===== src/hw/rtl/cbd_pkg.sv =====
`default_nettype none
package cbd_pkg;

   localparam int unsigned IDX_W      = 14;
   localparam int unsigned CODE_W     = 7;
   localparam int unsigned SIZE_W     = 7;
   localparam int unsigned CSR_IDX_W  = 2;
   localparam int unsigned CSR_DATA_W = 14;
   localparam int unsigned RAD_W      = 8;
   localparam int unsigned ELEM_COUNT = 109;
   localparam logic [IDX_W-1:0] IDX_MAX = '1;

   localparam logic [CSR_IDX_W-1:0] CSR_ATOMS_A = 2'd0;
   localparam logic [CSR_IDX_W-1:0] CSR_COUNT_A = 2'd1;
   localparam logic [CSR_IDX_W-1:0] CSR_ATOMS_B = 2'd2;

   localparam logic [RAD_W-1:0] RADIUS_ROM [ELEM_COUNT] = '{
      8'd30,  8'd116, 8'd123, 8'd89,  8'd88,  8'd77,  8'd70,  8'd66,  8'd58,  8'd55,
      8'd140, 8'd136, 8'd125, 8'd117, 8'd110, 8'd111, 8'd99,  8'd158, 8'd203, 8'd174,
      8'd144, 8'd132, 8'd120, 8'd113, 8'd117, 8'd116, 8'd116, 8'd115, 8'd117, 8'd125,
      8'd125, 8'd122, 8'd121, 8'd117, 8'd114, 8'd189, 8'd225, 8'd192, 8'd162, 8'd145,
      8'd134, 8'd129, 8'd123, 8'd124, 8'd125, 8'd128, 8'd134, 8'd141, 8'd150, 8'd140,
      8'd141, 8'd137, 8'd133, 8'd209, 8'd235, 8'd198, 8'd169, 8'd165, 8'd165, 8'd164,
      8'd164, 8'd166, 8'd185, 8'd161, 8'd159, 8'd159, 8'd158, 8'd157, 8'd156, 8'd170,
      8'd156, 8'd144, 8'd134, 8'd130, 8'd128, 8'd126, 8'd126, 8'd129, 8'd134, 8'd144,
      8'd155, 8'd154, 8'd152, 8'd153, 8'd152, 8'd153, 8'd245, 8'd202, 8'd170, 8'd163,
      8'd146, 8'd140, 8'd136, 8'd125, 8'd157, 8'd158, 8'd154, 8'd153, 8'd184, 8'd161,
      8'd150, 8'd149, 8'd138, 8'd136, 8'd126, 8'd120, 8'd116, 8'd114, 8'd106
   };

   typedef struct packed {
      logic busy;
      logic issue;
   } back_status_type;

   function automatic logic [RAD_W-1:0] radius_of(input logic [CODE_W-1:0] code);
      radius_of = (code < CODE_W'(ELEM_COUNT)) ? RADIUS_ROM[code] : RADIUS_ROM[0];
   endfunction

endpackage
`default_nettype wire


===== src/hw/rtl/cbd_front.sv =====
`default_nettype none
module cbd_front import cbd_pkg::*; #(
   parameter int unsigned MAX_MOL_ATOMS = 64,
   parameter int unsigned MAX_ATOMS     = 16383,
   parameter int unsigned COORD_BITS    = 20,
   parameter int unsigned SW            = $clog2(MAX_MOL_ATOMS),
   parameter int unsigned EW            = CODE_W + 3 * COORD_BITS + SW + 2 * IDX_W
) (
   input  wire logic                         clock,
   input  wire logic                         reset,
   input  wire logic                         csr_valid,
   input  wire logic [CSR_IDX_W-1:0]         csr_index,
   input  wire logic [CSR_DATA_W-1:0]        csr_data,
   input  wire logic                         req_valid,
   output logic                              req_stall,
   input  wire logic [CODE_W-1:0]            req_element_code,
   input  wire logic signed [COORD_BITS-1:0] req_x_pos,
   input  wire logic signed [COORD_BITS-1:0] req_y_pos,
   input  wire logic signed [COORD_BITS-1:0] req_z_pos,
   output logic                              push,
   output logic      [EW-1:0]                push_data,
   input  wire logic                         full
);

   localparam int unsigned CNT_W = $clog2(MAX_ATOMS + 1);
   localparam int unsigned CW    = (SW + 1 > SIZE_W) ? SW + 1 : SIZE_W;

   typedef struct packed {
      logic [CODE_W-1:0]     code;
      logic [COORD_BITS-1:0] x;
      logic [COORD_BITS-1:0] y;
      logic [COORD_BITS-1:0] z;
      logic [SW-1:0]         slot;
      logic [IDX_W-1:0]      idx;
      logic [IDX_W-1:0]      first;
   } entry_type;

   logic [SIZE_W-1:0] apm_a_ff, apm_b_ff;
   logic [IDX_W-1:0]  cnt_a_ff;
   logic [CNT_W-1:0]  count_ff, count_in;
   logic [SW-1:0]     slot_ff, slot_in;
   logic [IDX_W-1:0]  first_ff, first_in;
   logic [IDX_W-1:0]  done_ff, done_in;

   logic              acc, live, in_a, close;
   logic [SIZE_W-1:0] sel;
   logic [CW-1:0]     sel_w, size;
   logic [SW:0]       slot_nx;
   logic [IDX_W-1:0]  idx14;
   entry_type         ent;

   assign req_stall = full;
   assign acc       = req_valid && !full;
   assign live      = count_ff < CNT_W'(MAX_ATOMS);
   assign in_a      = done_ff < cnt_a_ff;
   assign push      = acc && live;
   assign push_data = ent;

   always_comb begin
      sel      = in_a ? apm_a_ff : apm_b_ff;
      sel_w    = CW'(sel);
      if (sel == '0) begin
         size = CW'(1);
      end else if (sel_w > CW'(MAX_MOL_ATOMS)) begin
         size = CW'(MAX_MOL_ATOMS);
      end else begin
         size = sel_w;
      end
      slot_nx  = {1'b0, slot_ff} + (SW + 1)'(1);
      close    = CW'(slot_nx) >= size;
      count_in = count_ff + CNT_W'(1);
      idx14    = IDX_W'(count_in);
      slot_in  = close ? '0 : slot_nx[SW-1:0];
      first_in = close ? idx14 + IDX_W'(1) : first_ff;
      done_in  = (close && in_a && done_ff != IDX_MAX) ? done_ff + IDX_W'(1) : done_ff;
      ent.code  = req_element_code;
      ent.x     = req_x_pos;
      ent.y     = req_y_pos;
      ent.z     = req_z_pos;
      ent.slot  = slot_ff;
      ent.idx   = idx14;
      ent.first = first_ff;
   end

   always_ff @(posedge clock) begin
      if (reset) begin
         apm_a_ff <= SIZE_W'(1);
         cnt_a_ff <= '0;
         apm_b_ff <= SIZE_W'(1);
         count_ff <= '0;
         slot_ff  <= '0;
         first_ff <= IDX_W'(1);
         done_ff  <= '0;
      end else begin
         if (csr_valid) begin
            unique case (csr_index)
               CSR_ATOMS_A: apm_a_ff <= csr_data[SIZE_W-1:0];
               CSR_COUNT_A: cnt_a_ff <= csr_data;
               CSR_ATOMS_B: apm_b_ff <= csr_data[SIZE_W-1:0];
               default: ;
            endcase
         end
         if (push) begin
            count_ff <= count_in;
            slot_ff  <= slot_in;
            first_ff <= first_in;
            done_ff  <= done_in;
         end
      end
   end

endmodule
`default_nettype wire


===== config.mk =====
export PLATFORM = sky130hd
export DESIGN_NAME = cbd_front
export DESIGN_NICKNAME = d
export VERILOG_FILES = /design/src/hw/rtl/cbd_pkg.sv /design/src/hw/rtl/cbd_front.sv
export SDC_FILE = /design/constraint.sdc
export NUM_CORES = 1
export LEC_CHECK = 0
export ABC_AREA = 1
export CORE_MARGIN = 5
export CORE_UTILIZATION = 57
export DETAILED_ROUTE_END_ITERATION = 12
export DONT_BUFFER_PORTS = 1
export HOLD_SLACK_MARGIN = 0.02
export PLACE_DENSITY = 0.72
export SYNTH_ARGS = -nofsm -noshare
export SYNTH_HDL_FRONTEND = slang
export SYNTH_SLANG_ARGS = --single-unit

===== constraint.sdc =====
create_clock -name clock -period 4.64 [get_ports clock]
set_input_delay 0.928 -clock clock [delete_from_list [all_inputs] [get_ports clock]]
set_output_delay 0.928 -clock clock [all_outputs]
set_load 0.005 [all_outputs]

==> results.py <==
metrics = {
    "run_status": {
        "run_status": "finished, final reports clean",
    },
    "synth": {
        "synth_top_family_by_area": "simple AND/OR/NAND/NOR gates",
        "netlist_area_sq_um": 4810,
        "synth_fp_nets": 813,
        "synth_area_in_compound_gates_pct": 13.1,
        "synth-warning-count": 0,
        "count_of_different_cell_masters_after_synthesis": 31,
        "ys_seq_area_share_pct": 31.6,
        "synth-adder-area-share_pct": 6.25,
        "synthSimpleGateAreaFrac_pct": 25.7,
        "syn_avg_cell_area_sq_um": 6.86,
        "post_synth_xor_area_fraction_pct": 5.05,
        "synthesis.instances": 701,
        "yosys-mux-area-fraction_pct": 0,
        "synth_seq_cells": 76,
    },
    "worst_setup_path": {
        "delay_heaviest_family_cp": "simple AND/OR/NAND/NOR gates",
        "timing.setup.critical_path_class": "register to register",
        "crit_path_max_fo": 21,
        "worst_path_most_repeated_cell": "sky130_fd_sc_hd__nand2_1",
        "cp_data_arrival_time_ps": 4220,
        "critical_path.max_stage_delay_ps": 480,
        "cp.buffers_inverters": 1,
        "critical_path.startpoint_type": "register",
        "timing.critical_path.slowest_stage_cell": "sky130_fd_sc_hd__dfxtp_1",
        "required_time_of_the_worst_setup_path_ps": 4870,
        "critPathCaptureType": "register",
        "critical_path_cell_sequence": "ha_1, nand2_1, nor2_1, nand2_1, nor2_1, nor2_2, nand2_1, nand2_1, nand2_1, nor2_1, nand3_1, nand2_1, nand2_1, ha_1, nand2_1, nor2_1, nand4_1, nand4_1, nand2_4, inv_2, nand2_2, o21ai_0, nor2_1",
    },
    "grt": {
        "number_of_global_route_vias_before_repair": 3767,
        "grt_start_max_net_pins": 32,
        "gr_overflow_total": 0,
        "grtUsageMet2_pct": 33.6,
        "busiest_layer": "met2",
        "groute.usage.overall_pct": 20.8,
        "grt_use_met3_pct": 6.62,
        "grt_antenna_before_repair": 0,
        "grt_pass1_wl_um": 17500,
        "grt_util_met1_pct": 25.4,
    },
    "floorplanning": {
        "fp-row-count": 33,
        "number_of_top_level_pins": 191,
        "die_width_um": 102,
        "die_height_um": 102,
        "floorplan.core_area_sq_um": 8220,
        "start_util_pct": 58.5,
        "fp.dieArea_sq_um": 10400,
    },
    "timing": {
        "setup_repair_after_global_routing_missed_its_margin": "false",
        "totalNegativeSetupSlack_ps": 0,
        "report.final.slew_viol_count": 0,
        "holdWs_ps": 455,
        "clock.fmax_mhz": 251,
        "worst_pin_slew_ps": 875,
        "timing.clock.skew_ps": 4.74,
        "final.setup.worst_slack_ps": 653,
        "finalCritPeriodShare_pct": 85.9,
        "fin_crit_period_ps": 3990,
        "slew_limit_headroom_pct": 41.5,
        "setup_viol": 0,
        "finalHoldViolations": 0,
    },
    "final_layout": {
        "multiInputGateArea_sq_um": 2410,
        "final.fill_count": 810,
        "share_of_cells_above_drive_strength_1_pct": 4.91,
        "nets": 739,
        "finish.cell_count_without_fillers": 737,
        "insertedDiodeCount": 0,
        "most_frequent_cells_in_the_layout": "154 x sky130_fd_sc_hd__nand2_1, 80 x sky130_fd_sc_hd__nor2_1, 76 x sky130_fd_sc_hd__dfxtp_1, 68 x sky130_fd_sc_hd__inv_1, 59 x sky130_fd_sc_hd__o21ai_0",
        "utilization_pct": 55.3,
        "seq_area_sq_um": 1520,
        "layout_commonest_cell": "sky130_fd_sc_hd__nand2_1",
        "area_delta_synth_final_pct": -5.57,
    },
    "placed_design": {
        "dp_hpwl_um": 8130,
        "place_congestion": 0.901,
        "placement.setup.worst_slack_ps": 730,
        "port_buffers": 0,
        "dpl.cell_count": 721,
    },
    "power": {
        "leak_pwr_nw": 1.96,
        "power.density_cell_area_nw_per_um2": 339,
        "irDropWorstVdd_mv": 0.149,
    },
    "run": {
        "cap_violations": 0,
    },
    "clock_network": {
        "clock_tree.root_cell": "sky130_fd_sc_hd__clkbuf_8",
        "cts_resized": 0,
        "clkSlewWorstSetupHoldPaths_ps": 80,
        "tritoncts": "done",
        "cts_hold_buf": 0,
        "number_of_clock_sinks": 76,
        "cts_buffer_depth": 2,
        "cts_max_level": 3,
        "post-cts-setup-buffers": 0,
        "clock_latency_ps": 340,
        "cts_bufs_inserted": 9,
    },
    "detailed_routing": {
        "via_per_inst": 5.41,
        "dr_total_vias": 3984,
        "dr.first_iter.drc_count": 138,
        "drcViolationCount": 0,
        "postRouteAntennaNets": 0,
        "dr.pass1.iters": 5,
        "wirelength_um": 10600,
        "wl_per_cell_um": 14.4,
    },
    "hold_path": {
        "min_path_type": "register to register",
    },
}
-- layer usage --
metal,up-vias,wire (um)
li1,2032,-
met1,1781,4580
met2,129,4940
met3,42,834
met4,0,284
met5,-,0
-- cells in the mapped netlist --
cell | count | share of area, %
sky130_fd_sc_hd__a211oi_1 | 2 | 0.31
sky130_fd_sc_hd__a21oi_1 | 56 | 5.8
sky130_fd_sc_hd__a22oi_1 | 1 | 0.16
sky130_fd_sc_hd__a31oi_1 | 2 | 0.26
sky130_fd_sc_hd__and2_1 | 1 | 0.13
sky130_fd_sc_hd__buf_2 | 3 | 0.31
sky130_fd_sc_hd__buf_4 | 68 | 11
sky130_fd_sc_hd__buf_6 | 4 | 0.94
sky130_fd_sc_hd__clkbuf_1 | 12 | 0.94
sky130_fd_sc_hd__dfxtp_1 | 76 | 32
sky130_fd_sc_hd__ha_1 | 24 | 6.2
sky130_fd_sc_hd__inv_1 | 68 | 5.3
sky130_fd_sc_hd__inv_2 | 2 | 0.16
sky130_fd_sc_hd__nand2_1 | 154 | 12
sky130_fd_sc_hd__nand2_2 | 3 | 0.39
sky130_fd_sc_hd__nand2_4 | 1 | 0.23
sky130_fd_sc_hd__nand3_1 | 33 | 3.4
sky130_fd_sc_hd__nand3b_1 | 4 | 0.62
sky130_fd_sc_hd__nand4_1 | 7 | 0.91
sky130_fd_sc_hd__nor2_1 | 80 | 6.2
sky130_fd_sc_hd__nor2_2 | 3 | 0.39
sky130_fd_sc_hd__nor2_4 | 2 | 0.47
sky130_fd_sc_hd__nor3_1 | 5 | 0.52
sky130_fd_sc_hd__nor3b_1 | 2 | 0.31
sky130_fd_sc_hd__o211ai_1 | 1 | 0.16
sky130_fd_sc_hd__o21a_1 | 1 | 0.16
sky130_fd_sc_hd__o21ai_0 | 59 | 6.1
sky130_fd_sc_hd__o21ai_1 | 1 | 0.10
sky130_fd_sc_hd__xnor2_1 | 8 | 1.5
sky130_fd_sc_hd__xnor2_2 | 2 | 0.68
sky130_fd_sc_hd__xor2_1 | 16 | 2.9
-- worst register-to-register path, delay by kind of cell, from the launching register on --
kind,cells,cell delay [ps]
AOI/OAI and AO/OA,1,220
adders and majority gates,2,580
buffers and inverters,1,280
DFF,1,480
and+or+nand+nor,19,2310
-- state kept, by name, indices dropped and copies added, names as in the netlist --
name and count:
apm_a_ff 7, apm_b_ff 7, slot_ff 6, count_ff 14, cnt_a_ff 14, first_ff 14
done_ff 14
-- path summary, 6_finish.rpt --
| kind | slack, ps | start | cells after the start | endpoint |
|---|---|---|---|---|
| setup / recovery | 650 | done_ff[10]$_SDFFE_PP0P_ | 23 | done_ff[1]$_SDFFE_PP0P_ |
| hold / removal | 450 | cnt_a_ff[0]$_SDFFE_PP0P_ | 2 | cnt_a_ff[0]$_SDFFE_PP0P_ |
| setup reg to reg | 650 | done_ff[10]$_SDFFE_PP0P_ | 23 | done_ff[1]$_SDFFE_PP0P_ |
| hold reg to reg | 450 | cnt_a_ff[0]$_SDFFE_PP0P_ | 2 | cnt_a_ff[0]$_SDFFE_PP0P_ |
-- per-stage QoR --
step / cell area [sq um] / total power, W
finish: 4540 / 0.00154
global route: 4540 / 0.00163
CTS: 4540 / 0.00156
detailed placement: 4340 / 0.00104
global placement: 4340 / 0.00103
floorplan: 4810 / 0.00103
-- layout make-up --
type	count	share of cell area, %
Clock inverter	6	1.41
Sequential cell	76	33.5
Tap cell	105	2.89
Inverter	70	5.79
Multi-Input combinational cell	468	53.0
Timing Repair Buffer	2	0.331
Clock buffer	10	3.03
-- logic make-up (layout without fill, tap and decap cells) --
| group | Yosys count | in the layout |
|---|---|---|
| AO/OA/AOI/OAI | 123 | 123 |
| AND/OR/NAND/NOR | 295 | 295 |
| flip-flops | 76 | 76 |
| XOR/XNOR | 26 | 26 |
| buffers and inverters | 157 | 88 |
| adder cells (fa/ha/maj) | 24 | 24 |
-- power breakdown --
part           switching (W)  total (W)  internal, W
logic               0.000188   0.000280    0.0000924
registers          0.0000444   0.000746     0.000702
clock network       0.000253   0.000515     0.000262
Power figures use the tool's default switching activity.
