[src/hw/rtl/cbd_queue.sv]
`default_nettype none
module cbd_queue #(
   parameter int unsigned WIDTH = 8
) (
   input  wire logic             clock,
   input  wire logic             reset,
   input  wire logic             push,
   input  wire logic [WIDTH-1:0] push_data,
   output logic                  full,
   input  wire logic             pop,
   output logic      [WIDTH-1:0] pop_data,
   output logic                  empty
);

   logic [WIDTH-1:0] ent_ff [2];
   logic             wr_ff, wr_in;
   logic             rd_ff, rd_in;
   logic [1:0]       cnt_ff, cnt_in;
   logic             do_push, do_pop;

   assign full     = cnt_ff == 2'd2;
   assign empty    = cnt_ff == 2'd0;
   assign pop_data = ent_ff[rd_ff];
   assign do_push  = push && !full;
   assign do_pop   = pop && !empty;

   always_comb begin
      wr_in  = do_push ? !wr_ff : wr_ff;
      rd_in  = do_pop ? !rd_ff : rd_ff;
      cnt_in = cnt_ff + 2'(do_push) - 2'(do_pop);
   end

   always_ff @(posedge clock) begin
      if (reset) begin
         wr_ff  <= 1'b0;
         rd_ff  <= 1'b0;
         cnt_ff <= 2'd0;
      end else begin
         wr_ff  <= wr_in;
         rd_ff  <= rd_in;
         cnt_ff <= cnt_in;
      end
      if (do_push) begin
         ent_ff[wr_ff] <= push_data;
      end
   end

endmodule
`default_nettype wire

[config.mk]
export PLATFORM = sky130hd
export DESIGN_NAME = cbd_queue
export DESIGN_NICKNAME = d
export VERILOG_FILES = /design/src/hw/rtl/cbd_queue.sv
export SDC_FILE = /design/constraint.sdc
export NUM_CORES = 1
export LEC_CHECK = 0
export BUFFER_PORTS_ARGS = -buffer_cell sky130_fd_sc_hd__buf_2
export CAP_MARGIN = 20
export CORE_ASPECT_RATIO = 0.8
export CORE_MARGIN = 2
export CORE_UTILIZATION = 47
export CTS_BUF_LIST = sky130_fd_sc_hd__clkbuf_4 sky130_fd_sc_hd__clkbuf_8 sky130_fd_sc_hd__clkbuf_16
export DETAILED_ROUTE_END_ITERATION = 8
export PLACE_DENSITY_LB_ADDON = 0.1
export SLEW_MARGIN = 0
export SYNTH_ARGS = -nofsm -noshare
export SYNTH_HDL_FRONTEND = slang
export SYNTH_SLANG_ARGS = --single-unit
[constraint.sdc]
create_clock -name clock -period 3.4 [get_ports clock]
set_input_delay 0.17 -clock clock [delete_from_list [all_inputs] [get_ports clock]]
set_output_delay 0.17 -clock clock [all_outputs]
set_load 0.1 [all_outputs]
==> results of run 1 <==
cells in the final DEF, fill, tap and decap left out:
master,netlist,final
buf_2,1,21
edfxtp_1,16,16
mux2_1,5,5
dfxtp_1,5,5
nor2_1,4,4
inv_1,3,3
mux2_2,3,3
clkbuf_4,0,3
ha_1,2,2
o21a_2,1,1
nand2b_2,1,1
inv_2,1,1
nand2_1,1,1
and3_2,1,1
or3_1,1,1
nor2b_1,1,1
xnor2_1,1,1
o21ai_0,1,1
a21oi_1,1,1
xor2_1,1,1
and2_1,1,1
nor3_1,1,1
clkinv_2,0,1
sequential cells by signal, indices dropped and copies added (netlist names), named ones only:
signal / flops
cnt_ff: 2
ent_ff: 16
rd_ff: 1
wr_ff: 1
per-stage QoR:
step,std cells,setup WS (ns)
floorplan,52,1.63
global placement,94,1.89
detailed placement,94,1.85
CTS,98,1.68
global route,98,1.64
finish,98,1.72
how the worst min path moves through the flow:
stage | startpoint | slack [ns] | endpoint | cells after the start
floorplan | reset | 0.24 | wr_ff | 1
global placement | push_data[5] | 0.36 | ent_ff[0][5] | 1
detailed placement | push_data[5] | 0.36 | ent_ff[1][5] | 1
CTS | push_data[5] | 0.05 | ent_ff[1][5] | 1
global route | push_data[2] | 0.04 | ent_ff[0][2] | 1
finish | push_data[5] | 0.06 | ent_ff[1][5] | 1
metal layers:
layer / part of all wire / wire, um / global-route usage
met5: 0 / 0 / 0
met1: 0.48 / 502 / 0.152
met4: 0 / 0 / 0.0405
met3: 0.046 / 49 / 0.0438
met2: 0.48 / 504 / 0.171
layout make-up:
| class | count | area share |
|---|---|---|
| flip-flops and latches | 21 | 0.601 |
| multi-input cells | 26 | 0.218 |
| repair buffers | 21 | 0.109 |
| well taps | 22 | 0.0285 |
| clock buffers | 3 | 0.0233 |
| inverters | 4 | 0.0155 |
| clock inverters | 1 | 0.00518 |
kinds of logic (layout without fill, tap and decap cells):
family | count (synthesis) | count (layout) | share of synthesized area
muxes | 8 | 8 | 0.111
and+or+nand+nor | 11 | 11 | 0.0725
xor gates and xnor gates | 2 | 2 | 0.0216
DFF | 21 | 21 | 0.716
adders and majority gates | 2 | 2 | 0.0309
buffers and inverters | 5 | 29 | 0.0247
AOI/OAI and AO/OA | 3 | 3 | 0.0231
worst max-delay path, delay by kind of cell, from the launching register on:
| family | cells | cell delay [ns] |
|---|---|---|
| buffers and inverters | 1 | 0.29 |
| muxes | 1 | 0.38 |
| DFF | 1 | 0.55 |
==> results.json, run 1 <==
{
  "r2r-start": "cnt_ff[1]",
  "clock_latency_ns": 0.29,
  "synth_fp_nets": 66,
  "grt_pass1_wl_um": 1550,
  "r2r-end": "cnt_ff[1]",
  "yosysSeqAreaShare": 0.716,
  "final_util": 0.594,
  "rows": 13,
  "nFillCells": 134,
  "die_width_um": 50.4,
  "slowest_stage": "dfxtp_1",
  "yosysWarningCount": 0,
  "synth_top_cell_area_share": 0.593,
  "synthFlopType": "edfxtp_1",
  "hold_viol": 0,
  "drt_first_iter_violations": 10,
  "cts_buffers": 3,
  "initial_core_util": 0.498,
  "reg2reg_depth": 7,
  "worstPathArrival_ns": 1.51,
  "grt_max_degree": 13,
  "final_nets": 91,
  "die_y_um": 41.2,
  "netlist_top_cells_count": "edfxtp_1 (16), dfxtp_1 (5), mux2_1 (5)",
  "gp_congestion": 0.728,
  "ys_ff_latch": 21,
  "fin_setup_tns_ns": 0,
  "max_slew_margin": 0.678,
  "syn_to_final_growth_pct": 19.1,
  "io_buffers": 21,
  "final_layout_size_suffix_gt1_frac": 0.421,
  "antenna_found_initial": 0,
  "critPathKind": "flip-flop to output pin",
  "fmax_ghz": 0.594,
  "status": "finished, final reports clean",
  "max-clock-path-buffers": 2,
  "die-area_mm2": 0.00208,
  "cts_root_buffer": "clkbuf_4",
  "cts_setup_buffers": 0,
  "clock_skew_ns": 0.00216,
  "track_usage": 0.113,
  "multi_input_area_um2": 210,
  "worstMarginPinSlew_ns": 0.486,
  "place_hpwl_um": 775,
  "postRouteAntennaNets": 0,
  "core_area_mm2": 0.00163,
  "num_antenna_cells": 0,
  "r2r_slack_ns": 1.86,
  "synthTopCellsByArea": "edfxtp_1 (59%), dfxtp_1 (12%), mux2_1 (6.9%)",
  "crit_chain": "mux2_2, buf_2",
  "setup_viol_count_final": 0,
  "grt_pass1_vias": 347,
  "synthDistinctLibCells": 21,
  "ctsHoldBuffers": 0,
  "dpl-instance-area_um2": 938,
  "clkSinkCount": 21,
  "cp.required_ns": 3.23,
  "yosys.cell_count.top_type": "edfxtp_1",
  "holdCritPathClass": "input port to flip-flop",
  "seq_area_um2": 581,
  "routed_via_density": 4.56,
  "synth_edf_count": 16,
  "start_kind": "flip-flop",
  "async_flop_share": 0,
  "grt-ovfl-total": 0,
  "endpoint": "pop_data[7]",
  "fin_area_um2": 966,
  "synth_largest_area_cell": "edfxtp_1",
  "ios": 22,
  "finalCritPeriodShare": 0.495,
  "drc": 0,
  "drv_cap": 0,
  "firstDrtPassIters": 4,
  "post_cts_resize_count": 0,
  "hold_ws_ns": 0.0584,
  "cp-end-kind": "output pin",
  "grt_setup_unrepaired": "false",
  "syn-cell-area_um2": 811,
  "syn_inst": 52,
  "htreeDepth": 1,
  "period_needed_ns": 1.68,
  "drt-wirelength-per-cell_um": 10.8,
  "cts_tree": "done",
  "clkTransAtPathRegs_ns": 0.11,
  "drv_slew": 0,
  "vias": 447,
  "routed_wl_um": 1060,
  "avgSynthCellArea_um2": 15.6,
  "crit_path_max_incr_delay_ns": 0.55,
  "path_max_fanout": 8
}
Power of run 1 is not shown: default switching activity piles up to over one toggle a cycle in this logic, so the estimate is an artifact.
==> run 2: changes to the inputs <==
- ABC_AREA: unset -> 1
- CORE_UTILIZATION: 47 -> 45
- clock period: 3.4 -> 1.4 ns (I/O delays scaled with it)
==> run 2 against run 1 <==
Synthesized cell count rose by 23%. Routed wire length rose by 55%. Worst hold slack better by 0.0070 ns. Die area rose by 11%. Clock skew about the same. Clock-buffer cell count stayed put. Register-to-register slack got worse by 1.8 ns. Worst setup slack got worse by 1.7 ns. Global-route usage grew 5.1 points.
==> results.json, run 2 <==
{
  "status": "finished, final reports clean",
  "drc": 0,
  "hold_ws_ns": 0.0654,
  "yosys.cell_count.top_type": "edfxtp_1",
  "rows": 14,
  "synthTopCellsByArea": "edfxtp_1 (55%), mux2_4 (14%), dfxtp_1 (12%)",
  "firstDrtPassIters": 4,
  "initial_core_util": 0.468,
  "avgSynthCellArea_um2": 13.6,
  "path_max_fanout": 3,
  "track_usage": 0.165,
  "fmax_ghz": 0.724,
  "synth_largest_area_cell": "edfxtp_1",
  "top_register": "ent_ff",
  "totalPowerFinal_w": 0.00312,
  "die_y_um": 43.3,
  "async_flop_share": 0,
  "routed_via_density": 4.68,
  "most-common-layout-cells": "edfxtp_1 (16), buf_2 (12), dlygate4sd3_1 (9), buf_12 (9), mux2_4 (8)",
  "synthDistinctLibCells": 11,
  "antenna_found_initial": 0,
  "ios": 22,
  "clock_latency_ns": 0.29,
  "grt_pass1_wl_um": 2580,
  "syn_inst": 64,
  "nFillCells": 131,
  "cp.required_ns": 1.60,
  "drv_slew": 0,
  "grt_setup_unrepaired": "true",
  "max_slew_margin": 0.680,
  "core_area_mm2": 0.00186,
  "max-clock-path-buffers": 2,
  "worstPathArrival_ns": 1.58,
  "cts_tree": "done",
  "final_nets": 118,
  "ys_ff_latch": 21,
  "clock_skew_ns": 0.00176,
  "syn_to_final_growth_pct": 58.4,
  "yosysSeqAreaShare": 0.669,
  "num_antenna_cells": 0,
  "holdCritPathClass": "input port to flip-flop",
  "hold_viol": 0,
  "grt_pass1_vias": 590,
  "drv_cap": 0,
  "synth_edf_count": 16,
  "final_common_cell": "edfxtp_1",
  "gp_congestion": 0.725,
  "postRouteAntennaNets": 0,
  "cp-end-kind": "flip-flop",
  "leakagePower_nw": 0.592,
  "die_width_um": 53.1,
  "vias": 594,
  "start_kind": "flip-flop",
  "synthFlopType": "edfxtp_1",
  "yosysWarningCount": 0,
  "powerDensity_mw_per_mm2": 2270,
  "period_needed_ns": 1.38,
  "top_regs": "ent_ff x16, cnt_ff x2",
  "critPathKind": "flip-flop to flip-flop",
  "fin_setup_tns_ns": 0,
  "cts_buffers": 3,
  "largest_reg_flops": 16,
  "die-area_mm2": 0.00230,
  "setup_viol_count_final": 0,
  "final_layout_size_suffix_gt1_frac": 0.534,
  "routed_wl_um": 1640,
  "drt_first_iter_violations": 20,
  "htreeDepth": 1,
  "clkSinkCount": 21,
  "syn-cell-area_um2": 868,
  "place_hpwl_um": 1060,
  "finalCritPeriodShare": 0.986,
  "grt_max_degree": 13,
  "clkTransAtPathRegs_ns": 0.11,
  "synth_top_cell_area_share": 0.553,
  "vdd_ir_drop_max_v": 0.00168,
  "drt-wirelength-per-cell_um": 12.9,
  "cts_root_buffer": "clkbuf_4",
  "worstMarginPinSlew_ns": 0.483,
  "io_buffers": 21,
  "synth_fp_nets": 78,
  "netlist_top_cells_count": "edfxtp_1 (16), inv_1 (10), mux2_4 (8), nand2_1 (8), nor2_1 (7)",
  "dpl-instance-area_mm2": 0.00117,
  "grt-ovfl-total": 0,
  "fin_area_mm2": 0.00138,
  "final_util": 0.741
}
-- run 2: cell types whose count changed after synthesis, moves of 2 or more --
cell,previous run,this run
mux2_4,0,8
nand3_1,0,3
mux2_1,5,0
mux2_2,3,0
nand2_1,1,8
nor2_1,4,7
nor2_2,0,2
inv_1,3,10
-- run 2: per-layer routing --
metal  global-route usage  share of wire  up-vias
li1                     -              -      293
met1                0.200           0.40      275
met2                0.295           0.55       24
met3               0.0317          0.046        2
met4               0.0462         0.0085        0
met5                    0              0        -
-- run 2: cells by family after synthesis --
family                   share of synthesized area
AO/OA/AOI/OAI                               0.0115
adder cells (fa/ha/maj)                     0.0288
buffers and inverters                       0.0562
flip-flops                                   0.669
AND/OR/NAND/NOR                             0.0965
multiplexers                                 0.138
-- run 2: what timing repair did --
| action | 4_1_cts | 5_1_grt |
|---|---|---|
| resized for setup | 10 | 12 |
| pin swaps | 4 | 4 |
| hold buffers | 9 | 0 |
| setup endpoints to repair | 9 | 9 |
| hold endpoints to repair | 17 | 0 |
| buffers inserted | 0 | 1 |
-- run 2: power by group --
group | switching [W] | leakage (nW) | internal (W)
clock | 0.000177 | 0.0177 | 0.000106
sequential | 0.0000735 | 0.192 | 0.000821
combinational | 0.00121 | 0.382 | 0.000727
total | 0.00146 | 0.592 | 0.00165
-- run 2: layout make-up --
type | count | area [um2] | share of cell area
clock buffer | 3 | 22.5 | 0.0164
clock inverter | 1 | 5.00 | 0.00364
inverter | 10 | 37.5 | 0.0273
multi-input combinational | 32 | 308 | 0.224
sequential | 21 | 589 | 0.429
tap | 24 | 30.0 | 0.0218
timing repair buffer | 36 | 383 | 0.278
-- run 2: final timing paths --
kind	from	endpoint	slack, ns	depth (start not counted)
worst max-delay path	cnt_ff[1]	cnt_ff[1]	0.02	9
worst min-delay path	pop	flip-flop	0.07	4
worst max register to register	cnt_ff[1]	cnt_ff[1]	0.02	9
worst min register to register	rd_ff	flip-flop	0.53	2
-- run 2: worst max-delay path: stages (launching register included) --
cell and delay [ns]:
dfxtp_4 0.38, nor2_4 0.13, nor2_4 0.05, ha_4 0.26, inv_2 0.03, ha_4 0.16
inv_2 0.05, nand2_2 0.05, a21oi_2 0.11, nor2_1 0.06
-- run 2: through the flow --
stage	std cells	setup WS, ns
4_1_cts	126	-0.00962
6_report	127	0.0194
3_5_place_dp	113	-0.0919
5_1_grt	127	-0.0653
2_1_floorplan	64	-0.387
3_3_place_gp	113	-0.0204
No activity file was read; power rests on OpenSTA's default activity.
==> run 3: changes to the inputs <==
- CORE_UTILIZATION: 45 -> 35
- HOLD_SLACK_MARGIN: unset -> 0.08
- SKIP_CTS_REPAIR_TIMING: unset -> 1
==> run 3 against run 2 <==
Sequential power shrank 1%. Highest routed layer unchanged. Clock skew up 0.00098 ns. The run now ends with setup timing left. Sequential share of layout area is 1.0 points lower. Largest power group unchanged.
==> results.json, run 3 (synthesis results as in run 2) <==
{
  "vias": 609,
  "drv_slew": 0,
  "grt_max_degree": 12,
  "drt-wirelength-per-cell_um": 10.9,
  "grt_setup_unrepaired": "true",
  "combPwrFrac": 0.620,
  "critPathKind": "flip-flop to flip-flop",
  "top_regs": "ent_ff x16, cnt_ff x2",
  "seqPwrFrac": 0.286,
  "vdd_ir_drop_max_v": 0.00103,
  "final_common_cell": "edfxtp_1",
  "io_buffers": 21,
  "clkSinkCount": 21,
  "finalNonFillerCells": 136,
  "setup_slack_ns": -0.0248,
  "max_slew_margin": 0.680,
  "leakagePower_nw": 0.611,
  "initial_core_util": 0.361,
  "powerDensity_mw_per_mm2": 2200,
  "firstDrtPassIters": 3,
  "holdCritPathClass": "input port to flip-flop",
  "htreeDepth": 1,
  "clock_skew_ns": 0.00274,
  "cp-end-kind": "flip-flop",
  "fmax_ghz": 0.702,
  "start_kind": "flip-flop",
  "num_antenna_cells": 0,
  "final_layout_size_suffix_gt1_frac": 0.532,
  "nFillCells": 211,
  "grt_pass1_vias": 544,
  "violations": "setup timing",
  "cp.required_ns": 1.59,
  "drc": 0,
  "path_max_fanout": 3,
  "worstPathArrival_ns": 1.62,
  "min_delay_worst_endpoint": "wr_ff",
  "die-area_mm2": 0.00290,
  "worstMarginPinSlew_ns": 0.483,
  "cts_root_buffer": "clkbuf_4",
  "hold_viol": 0,
  "gp_congestion": 0.721,
  "die_width_um": 59.7,
  "core_area_mm2": 0.00240,
  "ios": 22,
  "internal-power_w": 0.00168,
  "most-common-layout-cells": "edfxtp_1 (16), buf_2 (12), dlygate4sd3_1 (11)",
  "routed_via_density": 4.48,
  "clock_latency_ns": 0.29,
  "p_clk_frac": 0.094,
  "period_needed_ns": 1.42,
  "switching_share": 0.457,
  "cts_tree": "done",
  "totalPowerFinal_w": 0.00309,
  "p_sw_w": 0.00141,
  "cts_buffers": 3,
  "reg2reg_depth": 10,
  "max-clock-path-buffers": 2,
  "top_register": "ent_ff",
  "syn_to_final_growth_pct": 61.5,
  "track_usage": 0.105,
  "r2r_slack_ns": -0.02,
  "grt_pass1_wl_um": 2240,
  "r2r-start": "cnt_ff[0]",
  "place_hpwl_um": 1080,
  "drt_first_iter_violations": 7,
  "r2r-end": "cnt_ff[1]",
  "hold_path.startpoint": "push",
  "drv_cap": 0,
  "routed_wl_um": 1490,
  "grt-ovfl-total": 0,
  "placed_cells_incl_taps": 120,
  "final_nets": 124,
  "antenna_found_initial": 0,
  "die_y_um": 48.6,
  "status": "finished with violations",
  "clkTransAtPathRegs_ns": 0.10,
  "rows": 16,
  "setup_viol_count_final": 1,
  "finalCritPeriodShare": 1.02,
  "largest_reg_flops": 16,
  "hold_depth": 3,
  "postRouteAntennaNets": 0
}
## run 3: cell count changes in the layout (fill, tap and decap cells not counted), moves of 2 or more
cell / delta
buf_4: +4
dlygate4sd3_1: +2
nand2_2: +2
nand2_4: -3
## run 3: cell type report
| cell class | instances | area [um2] | share of cell area |
|---|---|---|---|
| clock buffers | 4 | 30.0 | 0.0214 |
| inverters | 10 | 37.5 | 0.0268 |
| multi-input cells | 32 | 285 | 0.203 |
| flip-flops and latches | 21 | 587 | 0.418 |
| well taps | 27 | 33.8 | 0.0241 |
| repair buffers | 42 | 429 | 0.306 |
## run 3: stage by stage
stage / util / setup slack (ns) / hold slack [ns] / area [um2] / setup TNS, ns
after CTS: 0.514 / -0.113 / -0.0916 / 1230 / -0.113
final: 0.584 / -0.0248 / 0.0790 / 1400 / -0.0248
after global routing: 0.584 / -0.103 / 0.0963 / 1400 / -0.103
after global placement: 0.502 / -0.0135 / 0.234 / 1200 / -0.0135
after detailed placement: 0.502 / -0.119 / 0.240 / 1200 / -0.119
after floorplan: - / -0.387 / 0.134 / 875 / -0.649
## run 3: power by group through the flow
stage / sequential (W) / clock [W] / combinational, W
2_1_floorplan: 0.000870 / 0 / 0.00120
3_5_place_dp: 0.000880 / 0 / 0.00177
3_3_place_gp: 0.000879 / 0 / 0.00174
4_1_cts: 0.000866 / 0.000313 / 0.00176
6_report: 0.000883 / 0.000291 / 0.00192
5_1_grt: 0.000895 / 0.000345 / 0.00201
## run 3: worst max-delay path by stage
stage / cells after the start / startpoint / to / slack [ns]
3_3_place_gp: 10 / cnt_ff[0] / cnt_ff[1] / -0.01
6_report: 10 / cnt_ff[0] / cnt_ff[1] / -0.02
3_5_place_dp: 10 / cnt_ff[0] / cnt_ff[1] / -0.12
2_1_floorplan: 9 / cnt_ff[0] / cnt_ff[1] / -0.39
4_1_cts: 10 / cnt_ff[0] / cnt_ff[1] / -0.11
5_1_grt: 11 / cnt_ff[0] / cnt_ff[1] / -0.10
## run 3: metal layers
layer  wire, um  global-route usage  vias to the layer above  share of wire
li1           -                   -                      305              -
met1        635               0.125                      290           0.43
met2        785               0.165                       12           0.53
met3         54              0.0348                        2          0.036
met4         12              0.0593                        0         0.0081
met5          0                   0                        -              0
## run 3: critical path, cell delays in order, from the launching register on
cell and delay (ns):
dfxtp_4 0.38, inv_2 0.04, nand2_2 0.07, nand2_2 0.08, ha_4 0.26, inv_2 0.03
ha_4 0.15, nand2_1 0.12, nand3_2 0.07, nand2_1 0.07, nor2_1 0.05
